### config.mk
export PLATFORM = sky130hd
export DESIGN_NAME = rlm_log2
export DESIGN_NICKNAME = d
export VERILOG_FILES = /design/src/sv/rlm_pkg.sv /design/src/sv/rlm_log2.sv
export SDC_FILE = /design/constraint.sdc
export NUM_CORES = 2
export LEC_CHECK = 0
export BUFFER_PORTS_ARGS = -buffer_cell sky130_fd_sc_hd__buf_2
export CORE_MARGIN = 10
export CORE_UTILIZATION = 44
export CTS_CLUSTER_SIZE = 24
export DETAILED_ROUTE_END_ITERATION = 10
export REMOVE_ABC_BUFFERS = 1
export SYNTH_ARGS = -nofsm -noshare
export SYNTH_HDL_FRONTEND = slang
export SYNTH_SLANG_ARGS = --single-unit
### constraint.sdc
create_clock -name clock -period 19 [get_ports clock]
set_input_delay 1.9 -clock clock [delete_from_list [all_inputs] [get_ports clock]]
set_output_delay 1.9 -clock clock [all_outputs]
set_load 0.01 [all_outputs]
### src/sv/rlm_pkg.sv
// Shared constants, codes and types of the frame RMS level meter.
// Used by every module of the block; depends on nothing.
`timescale 1ns / 1ps

package rlm_pkg;

   // Frame length limits
   localparam int MAX_FRAME = 4096;
   localparam int MIN_FRAME = 16;
   localparam int CNT_W     = $clog2(MAX_FRAME + 1);

   // Configuration registers
   localparam int FRAME_LEN_W    = 13;
   localparam int FRAME_LEN_RST  = 1764;
   localparam int CSR_IDX_W      = 2;
   localparam int CSR_DATA_W     = 13;

   typedef enum logic [CSR_IDX_W-1:0] {
      CSR_FRAME_LEN   = 2'd0,
      CSR_STEREO_MODE = 2'd1
   } csr_index_type;

   // Data path widths
   localparam int SAMPLE_W = 16;
   localparam int SQ_W     = 31;
   localparam int ENERGY_W = 43;
   localparam int E_W      = 6;
   localparam int FRAC_W   = 16;
   localparam int LOG_W    = E_W + FRAC_W;
   localparam int MANT_W   = 31;

   // log2 sequencing: binary-search normalize, then one fraction bit per step
   localparam int NORM_STEPS = 6;
   localparam int LOG_STEPS  = NORM_STEPS + FRAC_W;
   localparam int STEP_W     = $clog2(LOG_STEPS);

   // dB conversion: 10*log10(2)*256 in Q16
   localparam int                 K_W     = 26;
   localparam logic [K_W-1:0]     DB_K_Q16 = 26'd50504453;
   localparam int                 MAG_W   = LOG_W;
   localparam int                 PROD_W  = MAG_W + K_W;
   localparam int                 ROUND_SH = 32;

   localparam int LEVEL_W   = 16;
   localparam int LEVEL_MIN = -10000;
   localparam int LEVEL_MAX = 23200;

   // Bars: ceil(level/768) = floor(floor((level+767)/256)/3)
   localparam int BAR_W        = 5;
   localparam int BAR_STEP     = 768;
   localparam int BAR_MAX      = 31;
   localparam int BAR_RECIP    = 171;
   localparam int BAR_RECIP_SH = 9;

   typedef enum logic [4:0] {
      ST_RUN   = 5'b00001,
      ST_FLUSH = 5'b00010,
      ST_LOG   = 5'b00100,
      ST_MUL   = 5'b01000,
      ST_OUT   = 5'b10000
   } state_type;

   typedef struct packed {
      logic [LOG_W-1:0] log_q16;
      logic             zero;
   } lane_result_type;

   typedef struct packed {
      logic signed [LEVEL_W-1:0] level;
      logic [BAR_W-1:0]          bars;
      logic                      silent;
   } chan_meter_type;

endpackage

### src/sv/rlm_log2.sv
// Iterative log2 in Q16 of an unsigned energy word.
// Depends on rlm_pkg; six normalize steps then sixteen squaring steps.
`timescale 1ns / 1ps

module rlm_log2 (
   input  logic                                clock,
   input  logic                                reset,
   input  logic                                start,
   input  logic [rlm_pkg::ENERGY_W-1:0]        x,
   output logic                                busy,
   output logic [rlm_pkg::LOG_W-1:0]           log_q16
);

   logic                            busy_ff, busy_in;
   logic [rlm_pkg::STEP_W-1:0]      step_ff, step_in;
   logic [rlm_pkg::ENERGY_W-1:0]    x_ff, x_in;
   logic [rlm_pkg::E_W-1:0]         e_ff, e_in;
   logic [rlm_pkg::MANT_W-1:0]      m_ff, m_in;
   logic [rlm_pkg::FRAC_W-1:0]      frac_ff, frac_in;
   logic [rlm_pkg::E_W-1:0]         sh;
   logic [2*rlm_pkg::MANT_W-1:0]    sq;
   logic [rlm_pkg::MANT_W:0]        mq;

   always_comb begin
      busy_in = busy_ff;
      step_in = step_ff;
      x_in    = x_ff;
      e_in    = e_ff;
      m_in    = m_ff;
      frac_in = frac_ff;
      sh      = '0;
      sq      = m_ff * m_ff;
      mq      = sq[2*rlm_pkg::MANT_W-1 -: rlm_pkg::MANT_W+1];
      if (start) begin
         busy_in = 1'b1;
         step_in = '0;
         x_in    = x;
         e_in    = rlm_pkg::E_W'(rlm_pkg::ENERGY_W - 1);
         frac_in = '0;
      end else if (busy_ff) begin
         if (int'(step_ff) < rlm_pkg::NORM_STEPS) begin
            // shift left by 32,16,..,1 while the top bits are clear
            sh = rlm_pkg::E_W'(1 << (rlm_pkg::NORM_STEPS - 1 - int'(step_ff)));
            if ((x_ff >> (rlm_pkg::ENERGY_W - int'(sh))) == '0) begin
               x_in = x_ff << sh;
               e_in = e_ff - sh;
            end
            m_in = x_in[rlm_pkg::ENERGY_W-1 -: rlm_pkg::MANT_W];
         end else begin
            // square the mantissa; a result of two or more gives a one bit
            if (mq[rlm_pkg::MANT_W]) begin
               m_in    = mq[rlm_pkg::MANT_W:1];
               frac_in = {frac_ff[rlm_pkg::FRAC_W-2:0], 1'b1};
            end else begin
               m_in    = mq[rlm_pkg::MANT_W-1:0];
               frac_in = {frac_ff[rlm_pkg::FRAC_W-2:0], 1'b0};
            end
         end
         step_in = step_ff + 1'b1;
         if (step_ff == rlm_pkg::STEP_W'(rlm_pkg::LOG_STEPS - 1)) begin
            busy_in = 1'b0;
         end
      end
   end

   always_ff @(posedge clock) begin
      if (reset) begin
         busy_ff <= 1'b0;
         step_ff <= '0;
      end else begin
         busy_ff <= busy_in;
         step_ff <= step_in;
      end
      x_ff    <= x_in;
      e_ff    <= e_in;
      m_ff    <= m_in;
      frac_ff <= frac_in;
   end

   assign busy    = busy_ff;
   assign log_q16 = {e_ff, frac_ff};

endmodule

Word level (Yosys, flattened, before mapping)
Index checks and enable logic that the tools add are counted.
{ "totals": {"regBits": 102, "wordCells": 39} }
{ "op_classes": {"addsub": 4, "n_mul": 1, "order_cmp": 1, "n_eq_ne": 1, "shifts": 3, "mux": 10, "bitwise_logic": 2, "reduce_logical": 10} }
{ "ops": {"columns": ["cell", "n"], "rows": [
  ["43-bit two-way mux", 4],
  ["31-bit by 31-bit multiplier with 62-bit output", 1],
  ["31-bit two-way mux", 2],
  ["43-bit zero test", 1],
  ["43-bit by 6-bit << shifter with 43-bit output", 1],
  ["43-bit by 32-bit >> shifter with 43-bit output", 1],
  ["1-bit by 32-bit << shifter with 6-bit output (first input constant)", 1],
  ["6-bit by 6-bit subtractor with 7-bit output (first input constant)", 1],
  ["2-bit AND reduction", 3],
  ["3-bit AND reduction", 2],
  ["2-bit nonzero test", 3],
  ["3-bit by 5-bit subtractor with 6-bit output (first input constant)", 1],
  ["6-bit subtractor", 1],
  ["5-bit by 1-bit adder with 5-bit output (second input constant)", 1],
  ["5-bit equality test (second input constant)", 1],
  ["5-bit by 3-bit less-than comparator with 1-bit output (second input constant)", 1],
  ["1-bit two-way mux", 4],
  ["1-bit NOT", 2],
  ["2-bit OR reduction", 1]
]} }

Logic depth before layout (Yosys ltp)
{ "depth": {"word_depth": 9, "mapped_depth": 32, "mapped_depth_nobuf": 28} }

Worst setup path before layout
Ideal clock, no wire load.
{ "synth_timing": {"path_kind": "flip-flop to flip-flop", "startpoint": "reg m_ff[4] in the netlist's numbering", "endpoint": "reg m_ff[28] in the netlist's numbering, data pin", "arrival_time_ps": 8140, "required_ps": 18735, "path_slack_ps": 10595, "path_stages_with_launch": 31, "path_buffers": 4, "synth_period_minus_slack_ps": 8405, "path_cell_list": "edfxtp_1 clkbuf_1 clkbuf_1 nand2_1 fa_1 inv_1 fa_1 fa_1 inv_1 fa_1 inv_1 fa_1 fa_1 fa_1 inv_1 fa_1 inv_1 ha_1 clkbuf_1 nand2_1 nor4_1 o211ai_1 and4_1 a31oi_1 o31ai_1 a211oi_2 xnor2_1 clkbuf_1 a2bb2oi_1 o2111ai_1 o21ai_0"} }
{ "synth_between": {"elab_chain_len": 3} }
{ "synth_lines": {"columns": ["element", "line", "text"], "rows": [
  ["start, declared", "rlm_log2.sv:18", "logic [rlm_pkg::MANT_W-1:0] m_ff, m_in;"],
  ["start signal, assigned", "rlm_log2.sv:76", "m_ff <= m_in;"],
  ["31-bit by 31-bit multiplier with 62-bit output", "rlm_log2.sv:32", "sq = m_ff * m_ff;"],
  ["31-bit two-way mux", "rlm_log2.sv:51", "if (mq[rlm_pkg::MANT_W]) begin"],
  ["31-bit two-way mux", "rlm_log2.sv:41", "if (int'(step_ff) < rlm_pkg::NORM_STEPS) begin"]
]} }
Every way passes these cells.
A chain may end at the register's enable or synchronous reset.

Worst setup path in the final report
{ "layout_timing": {"startpoint": "reg m_ff[8] in the netlist's numbering", "endpoint": "reg m_ff[26] in the netlist's numbering, data pin"} }
The elaborated chain is that of the path after synthesis.

==> impl_metrics.tcl <==
set metrics [dict create \
    syn-cell-area_um2 35000 \
    status "finished clean" \
    muxShareOfSynthArea_pct 3.03 \
    ys_warn_count 0 \
    ff2ff_path_depth 27 \
    maxSlewViolCount 0 \
    grt_max_degree 84 \
    critPathMaxFanout 27 \
    hold_start "frac_ff[15]" \
    grt_pass1_wl_mm 159 \
    fill_cells 7802 \
    yosysSeqAreaShare_pct 7.95 \
    path_common_cell "fa_1" \
    die_h_um 302 \
    synth_fa_ha_area_share_pct 52.8 \
    dieArea_um2 91200 \
    fin_crit_sh_pct 52.2 \
    rsz0062_at_grt "no" \
    diodes 0 \
    setup_tns_ns 0 \
    grtUsageTotal_pct 22.2 \
    synth_compound_area_share_pct 9.88 \
    ant_nets 0 \
    min_path_type "flop to flop" \
    drc 0 \
    drtIter0Drc 2120 \
    crit_buf_inv 6 \
    max_freq_mhz 101 \
    syn_area_per_cell_um2 9.00 \
    first_pass_iters 6 \
    clk_path_buf_depth 2 \
    hold_viol 0 \
    drv_cap 0 \
    critPathTopFamily "adder cells" \
    worst-slew-pin-transition_ns 1.08 \
    synth_edf_count 74 \
    cts_root_buf "clkbuf_16" \
    crit_arrival_ns 10.03 \
    slowest_stage "xor2_2" \
    synthToLayoutAreaGrowth_pct 4.78 \
    io_buffers 68 \
    layout-drive-gt1-share_pct 5.32 \
    min_period_ns 9.93 \
    cts_tree "done" \
    final-setup-viol-count 0 \
    core_area_um2 78900 \
    reg2reg_slack_ns 9.07 \
    post_drt_wl_per_cell_um 20.2 \
    async_reset_ff_share_pct 0 \
    worstPathRequired_ns 19.10 \
    vias 26200 \
    final_nets 4905 \
    hold-path-cell-count 2 \
    ys_types 77 \
    synth_seq_cells 102 \
    clock_sinks 102 \
    critPathMaxStageDelay_ns 0.88 \
    place_congestion 0.962 \
    postCtsHoldBufs 0 \
    synth_cells 3890 \
    crit_type "flop to flop" \
    grt_remaining_overflow 0 \
    skew_ns 0.0144 \
    holdPathEnd "frac_ff[15]" \
    reg2reg_from "m_ff[8]" \
    via_per_inst 5.35 \
    routed_wl_mm 98.8 \
    r2r_end "m_ff[26]" \
    ios 69 \
    clk_latency_ns 0.37 \
    initial_utilization_pct 44.4 \
    synthFlopType "edfxtp_1" \
    synth_top_family_by_area "adder cells" \
    dieWidth_um 302 \
    place_hpwl_mm 76.5 \
    htreeDepth 3 \
    rows 103 \
    antenna_found_initial 2 \
    post_cts_resized 0 \
    clk_pin_slew_ns 0.09 \
    max_slew_margin_pct 28.1 \
    cts_setup_buffers 0 \
    grt_pass1_vias 28000 \
    synth-simple-area-share_pct 12.7 \
    critPathLaunchType "flop" \
    synthXorXnorAreaFrac_pct 1.53 \
    crit_path_end_kind "flop" \
    cts-buffers-inserted 9 \
]
[registers in the layout, indices dropped and copies added, names as in the netlist]
signal   count
busy         1
x_ff        43
frac_ff     16
e_ff         6
m_ff        31
step_ff      5
[layer usage]
layer / GRT usage (%) / vias to the layer above / routed length [um]
met1: 30.5 / 13200 / 42700
li1: - / 12000 / -
met5: 0 / - / 0
met4: 5.97 / 0 / 2950
met2: 37.3 / 887 / 47700
met3: 1.96 / 149 / 5460
[how the worst max path moves through the flow]
stage / slack [ns] / end / cells past startpoint / from
after floorplan: 9.94 / m_ff[18] / 23 / m_ff[15]
after detailed placement: 9.15 / m_ff[26] / 28 / m_ff[11]
after global routing: 8.46 / m_ff[28] / 27 / m_ff[8]
after global placement: 9.33 / m_ff[26] / 27 / m_ff[4]
final: 9.07 / m_ff[26] / 27 / m_ff[8]
after CTS: 9.12 / m_ff[26] / 28 / m_ff[11]
[cell type report]
class                   count  area (um^2)  area share [%]
multi-input cells        2664        28000            76.3
flip-flops and latches    102         2780            7.59
clock buffers              10          250           0.682
repair buffers            125          768            2.09
clock inverters             6         72.6           0.198
inverters                 930         3490            9.52
well taps                1050         1310            3.58
[synth_stat cells, drive strengths merged (34+ instances only)]
library cell  instances  area (um^2)
inv                 928         3480
a21oi               148          741
ha                  279         3490
mux2i                71          711
nor2                149          567
and2                202         1260
edfxtp               74         2220
nand3                43          215
fa                  748        15000
a21o                 41          308
a211oi               36          290
nand2               406         1520
o21ai               123          616
xnor2                34          298
clkbuf              163          612
nor3                 35          191
[cells in the final DEF (no fill, tap or decap), types with 15 or more instances in the layout]
cell / Yosys / final
mux2i_1: 71 / 71
and3_1: 15 / 15
nand2_1: 406 / 406
nor2_1: 148 / 145
a31oi_1: 20 / 20
o21a_1: 17 / 17
o211ai_1: 19 / 19
inv_1: 926 / 926
xnor2_1: 34 / 33
nor2b_1: 16 / 15
a22o_1: 18 / 18
nand4_1: 15 / 15
nand3_1: 43 / 43
fa_1: 748 / 748
o21ai_0: 122 / 122
edfxtp_1: 74 / 74
a21o_1: 41 / 41
a21oi_1: 148 / 148
ha_1: 279 / 279
a211oi_1: 32 / 32
mux2_2: 31 / 31
nor3_1: 33 / 31
buf_2: 12 / 68
buf_4: 1 / 57
xor2_1: 27 / 26
and2_1: 202 / 202
dfxtp_1: 28 / 27
[metrics by stage]
| step | cell area, um^2 | setup WS (ns) | hold WS, ns | util, % | cells |
|---|---|---|---|---|---|
| global placement | 36400 | 9.33 | 0.439 | 46.1 | 4871 |
| detailed placement | 36400 | 9.15 | 0.450 | 46.1 | 4871 |
| finish | 36700 | 9.07 | 0.466 | 46.5 | 4887 |
| CTS | 36700 | 9.12 | 0.465 | 46.5 | 4887 |
| floorplan | 34200 | 9.94 | 0.474 | - | 3696 |
| global route | 36700 | 8.46 | 0.489 | 46.5 | 4887 |
[worst reg2reg max path, cell delays in order, from the launching register on]
cell       delay, ns
edfxtp_1        0.37
buf_4           0.29
inv_1           0.47
nor2_1          0.20
fa_1            0.55
inv_1           0.07
fa_1            0.54
inv_1           0.06
fa_1            0.53
inv_1           0.05
fa_1            0.50
inv_1           0.06
fa_1            0.44
fa_1            0.58
fa_1            0.44
ha_1            0.30
ha_1            0.43
nand4_1         0.22
nor4_1          0.53
o211ai_1        0.19
and4_1          0.28
a31oi_1         0.44
o31ai_1         0.27
a211oi_2        0.49
xor2_2          0.88
o21ai_0         0.23
o2111ai_1       0.16
o21ai_0         0.10
[cell families (layout without fill, tap and decap cells)]
kind of cell / Yosys count / in the layout
adders and majority gates: 1027 / 1027
xor gates and xnor gates: 61 / 61
AOI/OAI and AO/OA: 537 / 537
DFF: 102 / 102
buffers and inverters: 1124 / 1071
and+or+nand+nor: 937 / 937
muxes: 102 / 102
Power is not shown: default switching activity piles up to over one toggle a cycle in this logic, so the estimate is an artifact.
