--- config.mk ---
export PLATFORM = sky130hd
export DESIGN_NAME = rlm_lane
export DESIGN_NICKNAME = d
export VERILOG_FILES = /design/src/sv/rlm_pkg.sv /design/src/sv/rlm_log2.sv /design/src/sv/rlm_lane.sv
export SDC_FILE = /design/constraint.sdc
export NUM_CORES = 2
export LEC_CHECK = 0
export BUFFER_PORTS_ARGS = -buffer_cell sky130_fd_sc_hd__buf_2
export CAP_MARGIN = 25
export CORE_MARGIN = 1.5
export CORE_UTILIZATION = 46
export CTS_CLUSTER_DIAMETER = 200
export DETAILED_ROUTE_END_ITERATION = 8
export GPL_TIMING_DRIVEN = 0
export MAX_ROUTING_LAYER = met4
export PLACE_DENSITY_LB_ADDON = 0.25
export SLEW_MARGIN = 20
export SYNTH_ARGS = -nofsm -noshare
export SYNTH_HDL_FRONTEND = slang
export SYNTH_HIERARCHICAL = 1
export SYNTH_SLANG_ARGS = --single-unit
--- constraint.sdc ---
create_clock -name clock -period 15.52 [get_ports clock]
set_clock_uncertainty 0.2 [all_clocks]
set_input_delay 0.776 -clock clock [delete_from_list [all_inputs] [get_ports clock]]
set_output_delay 0.776 -clock clock [all_outputs]
set_load 0.05 [all_outputs]
--- src/sv/rlm_pkg.sv ---
// Shared constants, codes and types of the frame RMS level meter.
// Used by every module of the block; depends on nothing.
`timescale 1ns / 1ps

package rlm_pkg;

   // Frame length limits
   localparam int MAX_FRAME = 4096;
   localparam int MIN_FRAME = 16;
   localparam int CNT_W     = $clog2(MAX_FRAME + 1);

   // Configuration registers
   localparam int FRAME_LEN_W    = 13;
   localparam int FRAME_LEN_RST  = 1764;
   localparam int CSR_IDX_W      = 2;
   localparam int CSR_DATA_W     = 13;

   typedef enum logic [CSR_IDX_W-1:0] {
      CSR_FRAME_LEN   = 2'd0,
      CSR_STEREO_MODE = 2'd1
   } csr_index_type;

   // Data path widths
   localparam int SAMPLE_W = 16;
   localparam int SQ_W     = 31;
   localparam int ENERGY_W = 43;
   localparam int E_W      = 6;
   localparam int FRAC_W   = 16;
   localparam int LOG_W    = E_W + FRAC_W;
   localparam int MANT_W   = 31;

   // log2 sequencing: binary-search normalize, then one fraction bit per step
   localparam int NORM_STEPS = 6;
   localparam int LOG_STEPS  = NORM_STEPS + FRAC_W;
   localparam int STEP_W     = $clog2(LOG_STEPS);

   // dB conversion: 10*log10(2)*256 in Q16
   localparam int                 K_W     = 26;
   localparam logic [K_W-1:0]     DB_K_Q16 = 26'd50504453;
   localparam int                 MAG_W   = LOG_W;
   localparam int                 PROD_W  = MAG_W + K_W;
   localparam int                 ROUND_SH = 32;

   localparam int LEVEL_W   = 16;
   localparam int LEVEL_MIN = -10000;
   localparam int LEVEL_MAX = 23200;

   // Bars: ceil(level/768) = floor(floor((level+767)/256)/3)
   localparam int BAR_W        = 5;
   localparam int BAR_STEP     = 768;
   localparam int BAR_MAX      = 31;
   localparam int BAR_RECIP    = 171;
   localparam int BAR_RECIP_SH = 9;

   typedef enum logic [4:0] {
      ST_RUN   = 5'b00001,
      ST_FLUSH = 5'b00010,
      ST_LOG   = 5'b00100,
      ST_MUL   = 5'b01000,
      ST_OUT   = 5'b10000
   } state_type;

   typedef struct packed {
      logic [LOG_W-1:0] log_q16;
      logic             zero;
   } lane_result_type;

   typedef struct packed {
      logic signed [LEVEL_W-1:0] level;
      logic [BAR_W-1:0]          bars;
      logic                      silent;
   } chan_meter_type;

endpackage

--- src/sv/rlm_log2.sv ---
// Iterative log2 in Q16 of an unsigned energy word.
// Depends on rlm_pkg; six normalize steps then sixteen squaring steps.
`timescale 1ns / 1ps

module rlm_log2 (
   input  logic                                clock,
   input  logic                                reset,
   input  logic                                start,
   input  logic [rlm_pkg::ENERGY_W-1:0]        x,
   output logic                                busy,
   output logic [rlm_pkg::LOG_W-1:0]           log_q16
);

   logic                            busy_ff, busy_in;
   logic [rlm_pkg::STEP_W-1:0]      step_ff, step_in;
   logic [rlm_pkg::ENERGY_W-1:0]    x_ff, x_in;
   logic [rlm_pkg::E_W-1:0]         e_ff, e_in;
   logic [rlm_pkg::MANT_W-1:0]      m_ff, m_in;
   logic [rlm_pkg::FRAC_W-1:0]      frac_ff, frac_in;
   logic [rlm_pkg::E_W-1:0]         sh;
   logic [2*rlm_pkg::MANT_W-1:0]    sq;
   logic [rlm_pkg::MANT_W:0]        mq;

   always_comb begin
      busy_in = busy_ff;
      step_in = step_ff;
      x_in    = x_ff;
      e_in    = e_ff;
      m_in    = m_ff;
      frac_in = frac_ff;
      sh      = '0;
      sq      = m_ff * m_ff;
      mq      = sq[2*rlm_pkg::MANT_W-1 -: rlm_pkg::MANT_W+1];
      if (start) begin
         busy_in = 1'b1;
         step_in = '0;
         x_in    = x;
         e_in    = rlm_pkg::E_W'(rlm_pkg::ENERGY_W - 1);
         frac_in = '0;
      end else if (busy_ff) begin
         if (int'(step_ff) < rlm_pkg::NORM_STEPS) begin
            // shift left by 32,16,..,1 while the top bits are clear
            sh = rlm_pkg::E_W'(1 << (rlm_pkg::NORM_STEPS - 1 - int'(step_ff)));
            if ((x_ff >> (rlm_pkg::ENERGY_W - int'(sh))) == '0) begin
               x_in = x_ff << sh;
               e_in = e_ff - sh;
            end
            m_in = x_in[rlm_pkg::ENERGY_W-1 -: rlm_pkg::MANT_W];
         end else begin
            // square the mantissa; a result of two or more gives a one bit
            if (mq[rlm_pkg::MANT_W]) begin
               m_in    = mq[rlm_pkg::MANT_W:1];
               frac_in = {frac_ff[rlm_pkg::FRAC_W-2:0], 1'b1};
            end else begin
               m_in    = mq[rlm_pkg::MANT_W-1:0];
               frac_in = {frac_ff[rlm_pkg::FRAC_W-2:0], 1'b0};
            end
         end
         step_in = step_ff + 1'b1;
         if (step_ff == rlm_pkg::STEP_W'(rlm_pkg::LOG_STEPS - 1)) begin
            busy_in = 1'b0;
         end
      end
   end

   always_ff @(posedge clock) begin
      if (reset) begin
         busy_ff <= 1'b0;
         step_ff <= '0;
      end else begin
         busy_ff <= busy_in;
         step_ff <= step_in;
      end
      x_ff    <= x_in;
      e_ff    <= e_in;
      m_ff    <= m_in;
      frac_ff <= frac_in;
   end

   assign busy    = busy_ff;
   assign log_q16 = {e_ff, frac_ff};

endmodule

--- src/sv/rlm_lane.sv ---
// One channel lane: square, saturating energy sum and the log2 of the frame sum.
// Depends on rlm_pkg and rlm_log2.
`timescale 1ns / 1ps

module rlm_lane (
   input  logic                                  clock,
   input  logic                                  reset,
   input  logic                                  acc_en,
   input  logic signed [rlm_pkg::SAMPLE_W-1:0]   sample,
   input  logic                                  flush,
   output logic                                  busy,
   output rlm_pkg::lane_result_type              result
);

   logic [rlm_pkg::SQ_W-1:0]        sq_ff, sq_in;
   logic                            sq_vld_ff, sq_vld_in;
   logic [rlm_pkg::ENERGY_W-1:0]    energy_ff, energy_in;
   logic                            zero_ff, zero_in;
   logic [rlm_pkg::ENERGY_W-1:0]    energy_acc;
   logic [rlm_pkg::ENERGY_W:0]      sum;
   logic signed [2*rlm_pkg::SAMPLE_W-1:0] prod;
   logic [rlm_pkg::LOG_W-1:0]       log_q16;

   always_comb begin
      prod      = sample * sample;
      sq_in     = acc_en ? prod[rlm_pkg::SQ_W-1:0] : sq_ff;
      sq_vld_in = acc_en;
      sum = {1'b0, energy_ff} + (rlm_pkg::ENERGY_W+1)'(sq_ff);
      // saturate at all ones
      if (!sq_vld_ff) begin
         energy_acc = energy_ff;
      end else if (sum[rlm_pkg::ENERGY_W]) begin
         energy_acc = '1;
      end else begin
         energy_acc = sum[rlm_pkg::ENERGY_W-1:0];
      end
      energy_in = flush ? '0 : energy_acc;
      zero_in   = flush ? (energy_acc == '0) : zero_ff;
   end

   always_ff @(posedge clock) begin
      if (reset) begin
         sq_vld_ff <= 1'b0;
         energy_ff <= '0;
      end else begin
         sq_vld_ff <= sq_vld_in;
         energy_ff <= energy_in;
      end
      sq_ff   <= sq_in;
      zero_ff <= zero_in;
   end

   rlm_log2 u_log2 (
      .clock   (clock),
      .reset   (reset),
      .start   (flush),
      .x       (energy_acc),
      .busy    (busy),
      .log_q16 (log_q16)
   );

   assign result.log_q16 = log_q16;
   assign result.zero    = zero_ff;

endmodule

Word level (Yosys, flattened, before mapping). Cells that the tools add are included.

Register bits after elaboration: 178. Input bits: 20. Word-level logic and storage cells: 48.

Add/subtract/negate cells: 5. Multiply operators: 2. $lt $le $gt $ge: 1. Eq/ne operators: 1. Shift operators: 3. Muxes and demuxes: 12. Bitwise gates (word level): 2. Reductions and logical operators: 11.

Operators with widths (count): 43-bit 2-to-1 mux (6); 43-bit logical NOT (2); 31-bit by 31-bit multiplier with 62-bit output (1); 31-bit 2-to-1 mux (2); 43-bit by 31-bit adder with 44-bit output (1); 43-bit by 6-bit left shift with 43-bit output (1); 43-bit by 32-bit right shift with 43-bit output (1); 1-bit by 32-bit left shift with 6-bit output, first input constant (1); 16-bit by 16-bit multiplier with 31-bit output (1); 6-bit by 6-bit subtractor with 7-bit output, first input constant (1); 2-bit AND reduction (3); 3-bit AND reduction (2); 2-bit nonzero test (3); 3-bit by 5-bit subtractor with 6-bit output, first input constant (1); 6-bit subtractor (1); 5-bit by 1-bit adder with 5-bit output, second input constant (1); 5-bit == test, second input constant (1); 5-bit by 3-bit < comparator with 1-bit output, second input constant (1); 1-bit 2-to-1 mux (4); 1-bit NOT (2); 2-bit OR reduction (1).

Logic depth before layout (Yosys ltp).
Depth after elaboration: 9. Gate-level depth with buffers: 32. Depth with buffers taken out: 27.

By module. Netlist, hierarchy kept.

By module, submodules not included: rlm_log2 (instances 1, cells an instance 3906, area each 35107.4 sq um, sequential area each 2782.7 sq um); rlm_lane (instances 1, cells an instance 1552, area each 13719.4 sq um, sequential area each 1811.7 sq um).

Worst setup path before layout. No wires, ideal clock.

Path type: reg2reg. From: register u_log2/m_ff[4] in the netlist's numbering. To: register u_log2/m_ff[9] in the netlist's numbering (data pin). Library setup time: 261 ps. Arrival time: 7842 ps. Path slack: 7218 ps. Stages on the path, launching flop included: 30. Path buffers: 5. Period minus slack after synthesis: 8302 ps. Path through: edfxtp_1 clkbuf_1 clkbuf_1 nand2_1 fa_1 inv_1 fa_1 fa_1 inv_1 fa_1 inv_1 fa_1 fa_1 fa_1 inv_1 fa_1 inv_1 ha_1 clkbuf_1 nand3_1 nor2_1 nand3_1 nor3_1 nor3_1 o31ai_1 xor2_1 clkbuf_1 clkbuf_1 a21oi_1 a221o_1.

Longest elaborated chain between the ends: 3.

Ends and longest elaborated chain: from (decl) (line rlm_log2.sv:18) `logic [rlm_pkg::MANT_W-1:0] m_ff, m_in;`; from (signal assigned) (line rlm_log2.sv:76) `m_ff <= m_in;`; 31-bit by 31-bit multiplier with 62-bit output (line rlm_log2.sv:32) `sq = m_ff * m_ff;`; 31-bit 2-to-1 mux (line rlm_log2.sv:51) `if (mq[rlm_pkg::MANT_W]) begin`; 31-bit 2-to-1 mux (line rlm_log2.sv:41) `if (int'(step_ff) < rlm_pkg::NORM_STEPS) begin`.

Every way passes these cells. A chain may end at the register's enable or synchronous reset.

Final worst setup path.
From: register u_log2/m_ff[12] in the netlist's numbering. To: register u_log2/m_ff[4] in the netlist's numbering (data pin).

The elaborated chain is that of the path after synthesis.

==> impl_results.md <==
- Grt ovf: 0
- Final Routed Wirelength: around 160 mm
- Hold worst-path end: u_log2/frac_ff[4]$_SDFFE_PP0P_
- First drt pass iteration count: 6
- Status: complete, no violations
- Critical Path End Type: flop
- Routability Congestion: 1.01
- R2R setup slack: 3.69 ns
- Clk pin slew, worst setup/hold paths: 0.08 ns
- Commonest non-fill, non-tap cell in the layout: inv_1
- CP max FO: 12
- Bufs on Longest Clock Path: 2
- Die Height: 329 microns
- R2R cell count: 25
- Synthesis-stage register bit count: roughly 180
- CP Class: flop to flop
- Setup violators final: 0
- Total track usage: 0.320
- Via Count: 38900
- Via-to-Cell Ratio: approximately 5.6
- CP max stage cell: clkbuf_1
- Synth area leaders: fa_1 40%, ha_1 10%, inv_1 10%
- Fin. max-slew vios: 0
- Drt drc: 0
- Root buffer cell: clkbuf_16
- CTS hold repair buffers: 0
- CTS Buf Count: 17
- Fraction of layout cells with a size suffix above 1: 0.0382
- Worst Hold Launch: u_log2/frac_ff[3]$_SDFFE_PP0P_
- Final nets: 6925
- Chip width: ~330 microns
- First-pass GRT wire length: 250 mm
- I/O pin count: 44
- Avg WL per Cell: around 24 microns
- Cell variety after synth: 108
- CTS sink count: between 150 and 200
- Mapped Nets: between 6000 and 7000
- Clk Latency, worst-skew pair: 0.47 ns
- Top_reg_cell synth: edfxtp_1
- TritonCTS clock tree: yes
- CP required: between 15 and 20 ns
- Crit path DAT: 11.84 ns
- IO Port Bufs: 42
- Critical Path Source: u_log2/m_ff[12]$_DFFE_PP_
- Core area: 0.105 sq mm
- Largest net degree at the start of global routing: 32
- Hold Path Class: flop to flop
- Crit path max-delay family: adder cells
- Seq/Total Area, Yosys: 0.0941
- Ys async rst share: 0
- RSZ-0062 raised after global routing: false
- Initial DRC Count: 3718
- Max incr delay on CP: approximately 0.92 ns
- Commonest cells after routing, fill and taps aside: 1320 x inv_1, 977 x fa_1, 528 x nand2_1
- Min Tclk post-route: 11.83 ns
- Synthesized area: 0.0488 sq mm
- Post-DP HPWL: 136 mm
- Antenna violations before repair: 11
- Fmax: roughly 85 MHz
- Area share of the largest cell type after synthesis: 0.401
- Die area: 0.108 sq mm
- Post-CTS Setup Inserts: 0
- RR Startpoint: u_log2/m_ff[12]$_DFFE_PP_
- Post-cts repair resize count: 0
- Critical path buffer and inverter count: 6
- Type of origin of the critical path: flop
- Ratio of final minimum period to clock period: 0.762
- Slew HR: 0.153
- Area leader, netlist: fa_1
- Antenna Nets Post-Route: 0
- Avg Cell Area, Syn: 8.95 sq um
- # rows: ~120
- EDFF count, synth: 105
- Vias in the first global route: 40600
- Synth warn: 6
- H-tree depth: 4
- Area Overhead vs Synth: 5.51%
- Initial Utilization: 0.464
- Total negative slack: 0 ns
- Hold Fails Final Rpt: 0
- Worst-margin pin slew: around 1.3 ns
- Fillers: between 10000 and 15000
- Hold Path Stages: 2
- Syn Inst Count: 5458
- Maxcap violations: 0
- Most common cell on crit path: fa_1
- Worst reg2reg endpoint: u_log2/m_ff[4]$_DFFE_PP_
==> worst register-to-register path: cells and delay by family, from the launching register on <==
kind | cells | cell delay, ns
AOI/OAI and AO/OA | 5 | 1.59
buffers and inverters | 6 | 2.54
adders and majority gates | 9 | 4.63
and+or+nand+nor | 4 | 1.05
DFF | 1 | 0.69
xor gates and xnor gates | 1 | 0.89
==> kinds of logic (layout without fill, tap and decap cells) <==
family          Yosys count  after routing  synth area share
mux                     118            118            0.0252
simple gates           1358           1358             0.134
fa+ha+maj              1374           1374             0.502
compound gates          728            728            0.0970
other cells               0             10                 0
xor+xnor                136            136            0.0245
buf+inv                1567           1653             0.123
flops                   177            177            0.0941
==> state kept, by name, summed over array words and instances, names as in the netlist <==
name / flops
sq_vld_ff: 1
u_log2/step_ff: 5
u_log2/x_ff: 43
sq_ff: 30
u_log2/frac_ff: 16
energy_ff: 43
u_log2/m_ff: 31
u_log2/e_ff: 6
zero_ff: 1
u_log2/busy: 1
==> metrics by stage <==
stage          hold slack [ns]  worst slack [ns]   util  area [sq um]  instances
3_3_place_gp             0.247              3.66  0.482         50800       6891
3_5_place_dp             0.259              4.14  0.484         50900       6901
5_1_grt                  0.287              3.66  0.489         51500       6942
6_report                 0.270              3.69  0.489         51500       6945
2_1_floorplan            0.309              7.22      -         48800       5458
4_1_cts                  0.273              4.09  0.489         51500       6933
==> cells in the mapped netlist (8+ instances only) <==
library cell	n
a211oi_1	31
a21o_1	43
a21oi_1	242
a221o_1	11
a31o_2	11
a31oi_1	36
and2_1	258
and3_1	26
buf_1	10
buf_2	25
buf_4	10
clkbuf_1	192
dfxtp_1	72
edfxtp_1	105
fa_1	977
ha_1	397
inv_1	1320
mux2_2	20
mux2i_1	96
nand2_1	528
nand2b_1	22
nand3_1	55
nand4_1	36
nor2_1	242
nor2b_1	26
nor3_1	69
nor3b_1	8
nor4_1	19
o211ai_1	26
o21a_1	20
o21ai_0	114
o21ai_1	26
o21bai_1	24
o221ai_1	10
o22ai_1	22
o311ai_0	9
o31ai_1	9
or2_2	15
or3_1	14
xnor2_1	82
xor2_1	53
==> routing by layer <==
layer / wire (microns) / global-route usage / up-vias
met2: 71400 / 0.470 / 1840
met1: 71400 / 0.445 / 19600
li1: - / - / 17100
met5: 0 / - / -
met4: 5720 / 0.102 / 0
met3: 15300 / 0.0600 / 319
==> layout make-up <==
type                    count  area, sq um  share of cell area
clock inverters            12          121             0.00236
multi-input cells        3714        38300               0.743
repair buffers             54          347             0.00673
plain buffers             241         1010              0.0196
well taps                1391         1740              0.0338
clock buffers              20          437             0.00848
flip-flops and latches    177         4590              0.0892
diodes                     10         25.0            0.000486
inverters                1326         4980              0.0966
==> worst max path at each step <==
| stage | end | slack [ns] | cells after the start |
|---|---|---|---|
| after floorplan | u_log2/m_ff[9]$_DFFE_PP_ | 7.22 | 29 |
| after global placement | u_log2/m_ff[26]$_DFFE_PP_ | 3.66 | 24 |
| after detailed placement | u_log2/m_ff[6]$_DFFE_PP_ | 4.14 | 25 |
| after CTS | u_log2/m_ff[4]$_DFFE_PP_ | 4.09 | 25 |
| after global routing | u_log2/m_ff[24]$_DFFE_PP_ | 3.66 | 25 |
| final | u_log2/m_ff[4]$_DFFE_PP_ | 3.69 | 25 |
Power is left out: the tool's default activity adds up to more than one toggle a clock period on the data nets, which glitch-free logic cannot reach.
