$ cat src/sv/rlm_pkg.sv
// Shared constants, codes and types of the frame RMS level meter.
// Used by every module of the block; depends on nothing.
`timescale 1ns / 1ps

package rlm_pkg;

   // Frame length limits
   localparam int MAX_FRAME = 4096;
   localparam int MIN_FRAME = 16;
   localparam int CNT_W     = $clog2(MAX_FRAME + 1);

   // Configuration registers
   localparam int FRAME_LEN_W    = 13;
   localparam int FRAME_LEN_RST  = 1764;
   localparam int CSR_IDX_W      = 2;
   localparam int CSR_DATA_W     = 13;

   typedef enum logic [CSR_IDX_W-1:0] {
      CSR_FRAME_LEN   = 2'd0,
      CSR_STEREO_MODE = 2'd1
   } csr_index_type;

   // Data path widths
   localparam int SAMPLE_W = 16;
   localparam int SQ_W     = 31;
   localparam int ENERGY_W = 43;
   localparam int E_W      = 6;
   localparam int FRAC_W   = 16;
   localparam int LOG_W    = E_W + FRAC_W;
   localparam int MANT_W   = 31;

   // log2 sequencing: binary-search normalize, then one fraction bit per step
   localparam int NORM_STEPS = 6;
   localparam int LOG_STEPS  = NORM_STEPS + FRAC_W;
   localparam int STEP_W     = $clog2(LOG_STEPS);

   // dB conversion: 10*log10(2)*256 in Q16
   localparam int                 K_W     = 26;
   localparam logic [K_W-1:0]     DB_K_Q16 = 26'd50504453;
   localparam int                 MAG_W   = LOG_W;
   localparam int                 PROD_W  = MAG_W + K_W;
   localparam int                 ROUND_SH = 32;

   localparam int LEVEL_W   = 16;
   localparam int LEVEL_MIN = -10000;
   localparam int LEVEL_MAX = 23200;

   // Bars: ceil(level/768) = floor(floor((level+767)/256)/3)
   localparam int BAR_W        = 5;
   localparam int BAR_STEP     = 768;
   localparam int BAR_MAX      = 31;
   localparam int BAR_RECIP    = 171;
   localparam int BAR_RECIP_SH = 9;

   typedef enum logic [4:0] {
      ST_RUN   = 5'b00001,
      ST_FLUSH = 5'b00010,
      ST_LOG   = 5'b00100,
      ST_MUL   = 5'b01000,
      ST_OUT   = 5'b10000
   } state_type;

   typedef struct packed {
      logic [LOG_W-1:0] log_q16;
      logic             zero;
   } lane_result_type;

   typedef struct packed {
      logic signed [LEVEL_W-1:0] level;
      logic [BAR_W-1:0]          bars;
      logic                      silent;
   } chan_meter_type;

endpackage

$ cat src/sv/rlm_merge.sv
// Merge stage: log difference, dB scaling, rounding, clamp and bar count.
// Depends on rlm_pkg; one multiplier per lane, registered before the rounding.
`timescale 1ns / 1ps

module rlm_merge (
   input  logic                              clock,
   input  logic                              load,
   input  rlm_pkg::lane_result_type          lane_left,
   input  rlm_pkg::lane_result_type          lane_right,
   input  logic [rlm_pkg::LOG_W-1:0]         log_n,
   input  logic                              stereo,
   output rlm_pkg::chan_meter_type           meter_left,
   output rlm_pkg::chan_meter_type           meter_right
);

   logic                            neg_l_ff, neg_l_in, neg_r_ff, neg_r_in;
   logic [rlm_pkg::PROD_W-1:0]      prod_l_ff, prod_l_in, prod_r_ff, prod_r_in;
   logic                            zero_l_ff, zero_l_in, zero_r_ff, zero_r_in;
   logic                            on_r_ff, on_r_in;
   logic signed [rlm_pkg::LOG_W:0]  d_l, d_r;
   logic [rlm_pkg::MAG_W-1:0]       mag_l, mag_r;

   function automatic rlm_pkg::chan_meter_type to_meter(
      input logic                        neg,
      input logic [rlm_pkg::PROD_W-1:0]  prod,
      input logic                        zero,
      input logic                        on);
      rlm_pkg::chan_meter_type            r;
      logic [rlm_pkg::PROD_W-1:0]         rnd;
      logic [rlm_pkg::PROD_W-rlm_pkg::ROUND_SH-1:0] q;
      logic signed [rlm_pkg::LEVEL_W+1:0] lvl;
      logic [rlm_pkg::LEVEL_W-1:0]        up;
      logic [7:0]                         t;
      logic [15:0]                        bq;
      rnd = prod + rlm_pkg::PROD_W'(64'd1 << (rlm_pkg::ROUND_SH - 1));
      q   = rnd[rlm_pkg::PROD_W-1:rlm_pkg::ROUND_SH];
      lvl = neg ? -$signed({2'b00, q}) : $signed({2'b00, q});
      if (lvl > (rlm_pkg::LEVEL_W+2)'(rlm_pkg::LEVEL_MAX)) begin
         lvl = (rlm_pkg::LEVEL_W+2)'(rlm_pkg::LEVEL_MAX);
      end else if (lvl < (rlm_pkg::LEVEL_W+2)'(rlm_pkg::LEVEL_MIN)) begin
         lvl = (rlm_pkg::LEVEL_W+2)'(rlm_pkg::LEVEL_MIN);
      end
      up = rlm_pkg::LEVEL_W'(lvl) + rlm_pkg::LEVEL_W'(rlm_pkg::BAR_STEP - 1);
      t  = up[15:8];
      bq = (16'(t) * 16'(rlm_pkg::BAR_RECIP)) >> rlm_pkg::BAR_RECIP_SH;
      r.level  = rlm_pkg::LEVEL_W'(lvl);
      r.silent = 1'b0;
      if (lvl > 0) begin
         r.bars = (bq > 16'(rlm_pkg::BAR_MAX)) ? rlm_pkg::BAR_W'(rlm_pkg::BAR_MAX)
                                               : bq[rlm_pkg::BAR_W-1:0];
      end else begin
         r.bars = '0;
      end
      if (!on) begin
         r = '0;
      end else if (zero) begin
         r        = '0;
         r.silent = 1'b1;
      end
      return r;
   endfunction

   always_comb begin
      d_l   = $signed({1'b0, lane_left.log_q16}) - $signed({1'b0, log_n});
      d_r   = $signed({1'b0, lane_right.log_q16}) - $signed({1'b0, log_n});
      mag_l = d_l[rlm_pkg::LOG_W] ? rlm_pkg::MAG_W'(-d_l) : rlm_pkg::MAG_W'(d_l);
      mag_r = d_r[rlm_pkg::LOG_W] ? rlm_pkg::MAG_W'(-d_r) : rlm_pkg::MAG_W'(d_r);
      neg_l_in  = load ? d_l[rlm_pkg::LOG_W] : neg_l_ff;
      neg_r_in  = load ? d_r[rlm_pkg::LOG_W] : neg_r_ff;
      prod_l_in = load ? rlm_pkg::PROD_W'(mag_l) * rlm_pkg::PROD_W'(rlm_pkg::DB_K_Q16)
                       : prod_l_ff;
      prod_r_in = load ? rlm_pkg::PROD_W'(mag_r) * rlm_pkg::PROD_W'(rlm_pkg::DB_K_Q16)
                       : prod_r_ff;
      zero_l_in = load ? lane_left.zero : zero_l_ff;
      zero_r_in = load ? lane_right.zero : zero_r_ff;
      on_r_in   = load ? stereo : on_r_ff;
   end

   always_ff @(posedge clock) begin
      neg_l_ff  <= neg_l_in;
      neg_r_ff  <= neg_r_in;
      prod_l_ff <= prod_l_in;
      prod_r_ff <= prod_r_in;
      zero_l_ff <= zero_l_in;
      zero_r_ff <= zero_r_in;
      on_r_ff   <= on_r_in;
   end

   assign meter_left  = to_meter(neg_l_ff, prod_l_ff, zero_l_ff, 1'b1);
   assign meter_right = to_meter(neg_r_ff, prod_r_ff, zero_r_ff, on_r_ff);

endmodule

$ cat config.mk
export PLATFORM = sky130hd
export DESIGN_NAME = rlm_merge
export DESIGN_NICKNAME = d
export VERILOG_FILES = /design/src/sv/rlm_pkg.sv /design/src/sv/rlm_merge.sv
export SDC_FILE = /design/constraint.sdc
export NUM_CORES = 1
export LEC_CHECK = 0
export ABC_AREA = 1
export BUFFER_PORTS_ARGS = -buffer_cell sky130_fd_sc_hd__buf_2
export CORE_ASPECT_RATIO = 2
export CORE_MARGIN = 4
export CORE_UTILIZATION = 40
export CTS_CLUSTER_SIZE = 16
export DETAILED_ROUTE_END_ITERATION = 12
export GPL_TIMING_DRIVEN = 1
export PLACE_DENSITY_LB_ADDON = 0.08
export SLEW_MARGIN = 25
export SYNTH_ARGS = -nofsm -noshare
export SYNTH_HDL_FRONTEND = slang
export SYNTH_SLANG_ARGS = --single-unit
$ cat constraint.sdc
create_clock -name clock -period 12.2 [get_ports clock]
set_clock_uncertainty 0.1 [all_clocks]
set_input_delay 0.61 -clock clock [delete_from_list [all_inputs] [get_ports clock]]
set_output_delay 0.61 -clock clock [all_outputs]
set_load 0.02 [all_outputs]
; ---- Word-level counts from Yosys, hierarchy flattened
; Index checks and enable logic that the tools add are counted.
[classes]
n_lt_le_gt_ge = 8
n_mul = 4
n_addsub = 10
n_mux = 15
[op_table]
columns = op, n
row1 = $mux W22, 5
row2 = $mux W18, 6
row3 = $add A48 B32 Y48 const B, 2
row4 = $mul A22 B26 Y48 const B, 2
row5 = $sub A22 B22 Y23, 2
row6 = $neg A22 Y22, 2
row7 = $gt A18 B1 Y1 const B, 2
row8 = $gt A18 B16 Y1 const B, 2
row9 = $lt A18 B15 Y1 const B, 2
row10 = $neg A16 Y18, 2
row11 = $add A16 B11 Y16 const B, 2
row12 = $mul A8 B8 Y16 const B, 2
row13 = $mux W5, 4
row14 = $gt A7 B5 Y1 const B, 2
[totals]
wordCells = 44
reg_bits = 101

; ---- Logic depth before layout (Yosys ltp)
; Gate-level depths: netlist (run 1).
[logic_depth]
ltp_word = 13
depth_mapped = 60
mapped_depth_nobuf = 60

; ---- Worst setup path after synthesis (run 1)
; OpenSTA, ideal clock, no wires.
[synth_path]
path_type = input-to-reg
start = input port lane_left[1] (netlist name)
end = register prod_l_ff[47] (netlist name) (data pin)
setup_time_ps = 252
t_required_ps = 11848
arrival_time_ps = 9071
stages = 56
setup_slack_ps = 2776
path_cell_list = inv_1 ha_1 inv_1 fa_1 nand2_1 inv_1 o21ai_0 nand2_1 nand3_1 nand2_1 nand3_1 nand2_1 nand3_1 nand2_1 nand3_1 nand2_1 nand3_1 nand2_1 (+20 left out) fa_1 ha_1 nand2_1 nor4_1 nand2_1 nand2_1 nand3_1 a21boi_0 nand3b_1 a31oi_1 o21ai_0 a21oi_1 o21ai_0 nand2_1 nand3_1 nand2_1 nand2_1 nand2_1
[synth_via]
elab_cells_between_ends = 4
[synth_lines]
columns = element, line_no
row1 = from (decl), rlm_merge.sv:8  ; input rlm_pkg::lane_result_type lane_left,
row2 = $sub A22 B22 Y23, rlm_merge.sv:64  ; d_l = $signed({1'b0, lane_left.log_q16}) - $signed({1'b0, log_n});
row3 = "via d_l, one bit", rlm_merge.sv:20  ; logic signed [rlm_pkg::LOG_W:0] d_l, d_r;
row4 = $mux W22, rlm_merge.sv:66  ; mag_l = d_l[rlm_pkg::LOG_W] ? rlm_pkg::MAG_W'(-d_l) : rlm_pkg::MAG_W'(d_l);
row5 = $mul A22 B26 Y48, rlm_merge.sv:70  ; prod_l_in = load ? rlm_pkg::PROD_W'(mag_l) * rlm_pkg::PROD_W'(rlm_pkg::DB_K_Q16)
row6 = to (signal assigned), rlm_merge.sv:82  ; prod_l_ff <= prod_l_in;
row7 = to (decl), rlm_merge.sv:17  ; logic [rlm_pkg::PROD_W-1:0] prod_l_ff, prod_l_in, prod_r_ff, prod_r_in;
; The timed path passes the listed nets, and every way through them passes these cells.
; A chain may end at the register's enable or synchronous reset.

; ---- Worst setup path after layout (run 1)
[layout_path]
start = input port lane_left[1] (netlist name)
end = register prod_l_ff[47] (netlist name) (data pin)
[layout_via]
elab_chain_cells = 4
[layout_rtl]
columns = element, line_no
row1 = $sub A22 B22 Y23 *, rlm_merge.sv:64
row2 = $neg A22 Y22, rlm_merge.sv:66
row3 = $mux W22 *, rlm_merge.sv:66
row4 = $mul A22 B26 Y48 *, rlm_merge.sv:70
; Mark *: on every way between the ends. The rest lies on a longest branch, timed or not.

==> metrics.txt, run 1 <==
status finished clean; fin crit period around 11 ns; WP data required approximately 12 ns; Max Root-Sink Buffers 2; Cell Rows roughly 120; DR pass1 iterations 5; mux share of post-synthesis cell area 0; Setup violations, final 0; register clock-pin slew on the reported worst setup and hold paths 0.07 ns; Synth Area in Compound Gates 0.0685; prevailing post-synth register cell edfxtp_1; Root Driver clkbuf_16; Synth Net Count around 3.7k; number of synthesized flops with an enable pin 39; area of the die ~0.061 mm²; critical path startpoint category input port; Area growth syn-to-layout 7.53%; routed length per instance 18.5 µm; relative slew slack 0.280; IO buf count 114; post-detail-place hpwl 64.0 mm; vias in the first global route 20.4k; H-tree Lvls 2; DIE WIDTH 176 µm; hold buffer count at CTS 0; drt via density between 5 and 6; Post-CTS Resized 0; Post-synth ARST share 0; XOR/XNOR share of the synthesized area 0.0617; synth unique cells 55; Commonest cells post-synth inv_1, ha_1, nand2_1; first-pass GRT wire length between 100 and 150 mm; Crit path top cell by count nand2_1; highest clock rate 93.8 MHz; RSZ-0062 raised after global routing false; GPL Wtd Cong 0.937; Initial Util 0.404; worst min-delay path class in -> reg; Tcrit/Tclk final 0.874; largest net degree at the start of global routing 40; post-synth top area share 0.327; Antenna Nets Post-Route 0; largest family of logic cells by synthesized area adder cells; WL final ~70 mm; I/O pin total ~120; Crit-path slowest cell fa_1; GRT Total Usage 0.227; Final Hold Vio Count 0; mapped cell area 0.0227 mm²; via count around 19k; CTS tree done; Final Max Slew Viols 0; share of cells above drive strength 1 0.0756; Syn Inst Count 2,827; Simple-Gate Fraction of Synth Area 0.172; Yosys top cell by area ha_1; CP Capture Type register; CP Max Fanout 19; clock tree sinks 39; DRC viols 0; FF+latch count, synth 39; critical path class in -> reg; ranking of synthesized cells by area ha_1, fa_1, inv_1; Synth Area in Adders 0.537; global route total overflow 0; Core Area around 0.056 mm²; setup_tns 0 ns; Yosys warning count 0; DRT iter0 DRCs 696; Worst Tran Pin Value approximately 1.1 ns; slowest cell delay on critical path about 0.57 ns; Max Cap Viol 0; Worst Path Arrival 10.62 ns; top-count cell post-synth inv_1; Final #Nets a little under 4k; TritonCTS buffer count 5; die height ~340 µm; Avg Inst Size Synth 8.03 µm²; # Post-CTS Setup Buffers 0; sequential area share after synthesis 0.0516; initial antenna violation count 2
## through the flow
step	util	worst slack, ns	cells	hold WS, ns	cell area [µm²]
6_report	0.434	1.54	3704	0.373	24400
5_1_grt	0.434	0.886	3702	0.369	24400
4_1_cts	0.434	1.45	3700	0.359	24400
3_5_place_dp	0.432	1.19	3693	0.689	24300
3_3_place_gp	0.431	1.15	3693	0.686	24200
2_1_floorplan	-	2.78	2827	0.609	22700
## state kept, by name (all words and copies together), names as in the netlist
signal / cells
prod_l_ff: 17
prod_r_ff: 17
neg_l_ff: 1
neg_r_ff: 1
on_r_ff: 1
zero_l_ff: 1
zero_r_ff: 1
## cell families after synthesis
family | count (synthesis)
and+or+nand+nor | 869
buffers and inverters | 654
AOI/OAI and AO/OA | 276
adders and majority gates | 831
xor gates and xnor gates | 158
DFF | 39
## area by class of cell
type / count / area [µm²]
Timing Repair Buffer: 126 / 661
Antenna cell: 4 / 10.0
Inverter: 644 / 2420
Fill cell: 5839 / 31800
Multi-Input combinational cell: 2134 / 19100
Clock inverter: 2 / 8.76
Tap cell: 750 / 938
Sequential cell: 39 / 1170
Clock buffer: 5 / 125
## final timing paths
| path | slack (ns) | from | cells past startpoint | to |
|---|---|---|---|---|
| min | 0.37 | lane_left[0] | 1 | zero_l_ff |
| max | 1.54 | lane_left[1] | 57 | prod_l_ff[47] |
## placed cells by master (no fill, tap or decap), types with 17 or more instances in the layout
master    Yosys  routed
fa_1        238     238
nand2_2      22      22
o21ai_0      58      57
nand4_1      29      29
edfxtp_1     39      39
inv_1       630     630
nand2_1     416     416
nor3_1       41      41
ha_1        593     593
nand3_1     113     113
xor2_1      121     121
nor2_2       17      17
nor2_1      172     172
buf_2         1     114
a21oi_1     150     150
xnor2_1      35      33
## critical path: cells and delay by family
family,cells,cell delay [ns]
AOI/OAI and AO/OA,10,2.10
buffers and inverters,10,1.16
xor gates and xnor gates,1,0.44
and+or+nand+nor,26,2.40
adders and majority gates,10,3.88
## metal layers
layer  vias up  share of wire  track usage
met5         -              0            0
met3       147          0.015       0.0119
li1       9347              -            -
met4         0          0.066        0.128
met2       279           0.61        0.498
met1      8909           0.31        0.192
Power of run 1 is not shown: default switching activity piles up to over one toggle a cycle in this logic, so the estimate is an artifact.
==> run 2, diff against run 1 <==
==> constraint.sdc (replaced) <==
create_clock -name clock -period 11 [get_ports clock]
set_clock_uncertainty 0.1 [all_clocks]
set_input_delay 0.55 -clock clock [delete_from_list [all_inputs] [get_ports clock]]
set_output_delay 0.55 -clock clock [all_outputs]
set_load 0.02 [all_outputs]
==> run 2 against run 1 <==
Sequential share of layout area is essentially flat. Global-route usage fell by 0.32 points. Routed wire length decreased by 1.6%. Critical path type unchanged. Via count about the same. Die area unchanged. Core utilization grew 0.16 points. Hold slack worse by 0.061 ns. Final cell count is 0.32% higher. Non-clock buffer count grew 14. Count of clock-buffer cells in the layout unchanged. Flip-flop and latch count stayed put.
==> metrics.txt, run 2 (synthesized netlist as in run 1, its figures left out) <==
Cell Rows 123; routed length per instance ~18 µm; global route total overflow 0; setup_tns 0 ns; CP Max Fanout 16; Initial Util 0.404; grt met2 use 0.502; CTS tree done; drt via density 5.03; relative slew slack 0.292; Worst Path Arrival approximately 10 ns; most common cell after layout, fill and taps aside inv_1; DRC viols 0; met1 Track Usage GR 0.192; min-delay src lane_right[0]; share of cells above drive strength 1 0.0793; Hold Crit Depth 1; first-pass GRT wire length 106 mm; via count around 19k; Max Cap Viol 0; H-tree Lvls 2; clock tree sinks 39; Max Root-Sink Buffers 2; WL final ~68 mm; die height 345 µm; Tcrit/Tclk final 0.928; Post-CTS Resized 0; Crit-path slowest cell a2111oi_1; GPL Wtd Cong around 0.92; slowest cell delay on critical path approximately 0.61 ns; DRT iter0 DRCs 557; IO buf count 114; CP Capture Type register; GRT Total Usage 0.224; register clock-pin slew on the reported worst setup and hold paths ~0.070 ns; fin crit period ~10 ns; Area growth syn-to-layout 7.92%; Core Area 0.0562 mm²; Root Driver clkbuf_16; worst min-delay path class in -> reg; RSZ-0062 raised after global routing false; met3 usage 0.00842; # Post-CTS Setup Buffers 0; Worst Tran Pin Value around 1.1 ns; DR pass1 iterations 4; Final Hold Vio Count 0; vias in the first global route around 21k; Endpoint, Worst Hold zero_r_ff; largest registers prod_l_ff: 17 flops, prod_r_ff: 17 flops; largest net degree at the start of global routing 40; critical path startpoint category input port; hold buffer count at CTS 0; WP data required approximately 11 ns; Final #Nets 3,866; critical path class in -> reg; post-detail-place hpwl 63.2 mm; Antenna Nets Post-Route 0; highest clock rate 97.9 MHz; TritonCTS buffer count 5; Crit path max-delay family adder cells; initial antenna violation count 2; status finished clean; Setup violations, final 0; I/O pin total 115; commonest non-fill, non-tap cells in the layout inv_1, ha_1, nand2_1; DIE WIDTH between 150 and 200 µm; area of the die roughly 0.061 mm²; Final Max Slew Viols 0; Worst Path Buf+Inv 8; layer with the highest usage met2
==> run 2: cell count changes in the layout (fill, tap and decap cells not counted) <==
cell and delta:
a2111oi_0 -1, buf_4 +15, o21ai_0 +1, a2111oi_1 +1, xnor2_2 -2, xnor2_1 +2
diode_2 -2, o21ai_1 -1, buf_2 -1
==> run 2: stage by stage <==
step | worst slack, ns | cells | area, µm² | utilization | hold slack [ns]
2_1_floorplan | 1.64 | 2827 | 22700 | - | 0.549
3_3_place_gp | 0.227 | 3707 | 24300 | 0.433 | 0.627
3_5_place_dp | 0.261 | 3707 | 24300 | 0.433 | 0.629
4_1_cts | 0.553 | 3714 | 24500 | 0.436 | 0.297
5_1_grt | 0.0323 | 3716 | 24500 | 0.436 | 0.308
6_report | 0.790 | 3716 | 24500 | 0.436 | 0.312
==> run 2: final cells by class <==
type                    instances  area (µm²)
well taps                     750         938
inverters                     644        2420
clock inverters                 2        8.76
fillers                      5805       31700
diodes                          2        5.00
clock buffers                   5         125
repair buffers                140         768
flip-flops and latches         39        1170
multi-input cells            2134       19000
==> run 2: layer usage <==
layer / up-vias / share of wire
li1: 9370 / -
met1: 8870 / 0.31
met2: 306 / 0.62
met3: 130 / 0.016
met4: 0 / 0.053
met5: - / 0
==> run 2: worst max-delay path by stage <==
stage / startpoint / endpoint / cells after the start
floorplan: lane_left[1] / prod_l_ff[47] / 56
finish: lane_right[1] / prod_r_ff[45] / 47
CTS: lane_right[1] / prod_r_ff[45] / 47
global route: lane_right[1] / prod_r_ff[47] / 51
detailed placement: lane_right[1] / prod_r_ff[45] / 47
global placement: lane_right[1] / prod_r_ff[45] / 47
Power of run 2 is left out for the same reason.
==> run 3, diff against run 2 <==
--- a/config.mk
+++ b/config.mk
@@ -6,14 +6,16 @@
 export NUM_CORES = 1
 export LEC_CHECK = 0
 export ABC_AREA = 1
-export BUFFER_PORTS_ARGS = -buffer_cell sky130_fd_sc_hd__buf_2
+export BUFFER_PORTS_ARGS = -buffer_cell sky130_fd_sc_hd__clkbuf_2
+export CELL_PAD_IN_SITES_DETAIL_PLACEMENT = 1
+export CELL_PAD_IN_SITES_GLOBAL_PLACEMENT = 1
 export CORE_ASPECT_RATIO = 2
 export CORE_MARGIN = 4
 export CORE_UTILIZATION = 40
 export CTS_CLUSTER_SIZE = 16
 export DETAILED_ROUTE_END_ITERATION = 12
 export GPL_TIMING_DRIVEN = 1
-export PLACE_DENSITY_LB_ADDON = 0.08
+export PLACE_DENSITY_LB_ADDON = 0.1
 export SLEW_MARGIN = 25
 export SYNTH_ARGS = -nofsm -noshare
 export SYNTH_HDL_FRONTEND = slang
==> run 3 against run 2 <==
Sequential share of layout area barely moved. First-iteration DRC count is 25% lower. Global-route usage grew 1.3 points. Fmax increased by 1.1%. Non-clock buffer count fell by 2. Routed wire length grew 5.2%. Flip-flop and latch count unchanged. Critical endpoint unchanged. Highest routed layer unchanged.
==> metrics.txt, run 3 (synthesized netlist as in run 1, its figures left out) <==
status finished clean; share of cells above drive strength 1 0.0793; IO buf count approximately 110; Initial Util 0.404; setup_tns 0 ns; die height ~340 µm; initial antenna violation count 0; most common cell after layout, fill and taps aside inv_1; routed length per instance around 19 µm; Crit-path slowest cell a2111oi_1; clock tree sinks 39; Worst Tran Pin Value between 0.8 and 0.9 ns; Setup violations, final 0; Final #Nets around 3.9k; Tcrit/Tclk final 0.918; global route total overflow 0; commonest non-fill, non-tap cells in the layout inv_1, ha_1, nand2_1; via count between 15k and 20k; Crit path top cell by count nand3_1; post-detail-place hpwl between 60 and 70 mm; Core Area about 0.056 mm²; design area around 0.025 mm²; Final Max Slew Viols 0; highest clock rate a little under 100 MHz; placed inst area around 0.024 mm²; Seq. cell area approximately 0.0012 mm²; CP Capture Type register; Max Root-Sink Buffers 2; TritonCTS buffer count 5; DR pass1 iterations 6; register clock-pin slew on the reported worst setup and hold paths ~0.070 ns; GPL Wtd Cong approximately 0.97; largest net degree at the start of global routing 40; layer with the highest usage met2; Root Driver clkbuf_16; first-pass GRT wire length about 110 mm; grt met2 use 0.522; Area growth syn-to-layout 8.01%; vias in the first global route around 22k; I/O pin total 115; WL final 71.1 mm; # fillers slightly below 7k; Multi-input gate area ~0.019 mm²; DRT iter0 DRCs between 400 and 500; drt via density 5.17; worst min-delay path class in -> reg; CTS tree done; # Post-CTS Setup Buffers 0; fin crit period around 10 ns; H-tree Lvls 2; RSZ-0062 raised after global routing false; ant diodes 0; Worst Path Arrival ~10 ns; relative slew slack 0.457; CP Max Fanout 3; Max Cap Viol 0; Cell Rows 123; met3 usage 0.0101; met1 Track Usage GR 0.200; DRC viols 0; Antenna Nets Post-Route 0; critical path startpoint category input port; WP data required ~11 ns; DIE WIDTH between 150 and 200 µm; area of the die ~0.06 mm²; Final Hold Vio Count 0; largest registers prod_l_ff: 17 flops, prod_r_ff: 17 flops; slowest cell delay on critical path just under 0.6 ns; GRT Total Usage 0.237; critical path class in -> reg
-- run 3: changes by cell type in the layout (fill, tap and decap cells not counted) --
cell,previous run,this run
buf_2,113,0
a21oi_4,0,1
clkinv_2,1,0
xor2_2,0,1
buf_4,27,24
a21oi_2,1,0
clkbuf_2,0,114
clkinv_1,3,2
xor2_1,121,120
clkinvlp_4,0,1
bufinv_16,0,1
diode_2,2,0
-- run 3: what timing repair did --
item | in CTS | in global routing
hold buffers | 0 | 0
hold endpoints to repair | 0 | 0
resized for setup | 0 | 3
endpoints found under the setup margin | 0 | 3
-- run 3: per-stage QoR --
stage                     cells  setup slack, ns  utilization  hold slack (ns)
final                      3712            0.899        0.436            0.315
after global routing       3712           0.0938        0.436            0.305
after CTS                  3712            0.519        0.436            0.301
after detailed placement   3705            0.194        0.433            0.635
after global placement     3705            0.439        0.433            0.628
after floorplan            2827             1.64            -            0.549
-- run 3: worst max-delay path, delay by kind of cell --
family | cells | cell delay [ns]
adder cells (fa/ha/maj) | 10 | 4.05
AO/OA/AOI/OAI | 8 | 2.34
AND/OR/NAND/NOR | 19 | 1.85
XOR/XNOR | 3 | 0.70
buffers and inverters | 6 | 0.56
-- run 3: layer usage --
layer | vias to the layer above | routed length [µm]
met5 | - | 0
met4 | 0 | 4860
met3 | 169 | 950
met2 | 286 | 43400
met1 | 9354 | 21800
li1 | 9364 | -
-- run 3: final timing paths --
kind / startpoint / to / cells after the start
hold / removal: stereo / on_r_ff / 1
setup / recovery: log_n[0] / prod_r_ff[45] / 46
-- run 3: layout make-up --
class,count,area share
tap,750,0.0383
sequential,39,0.0478
clock inverter,2,0.00153
timing repair buffer,138,0.0306
multi-input combinational,2134,0.778
inverter,644,0.0987
clock buffer,5,0.00511
Power of run 3 is left out for the same reason.
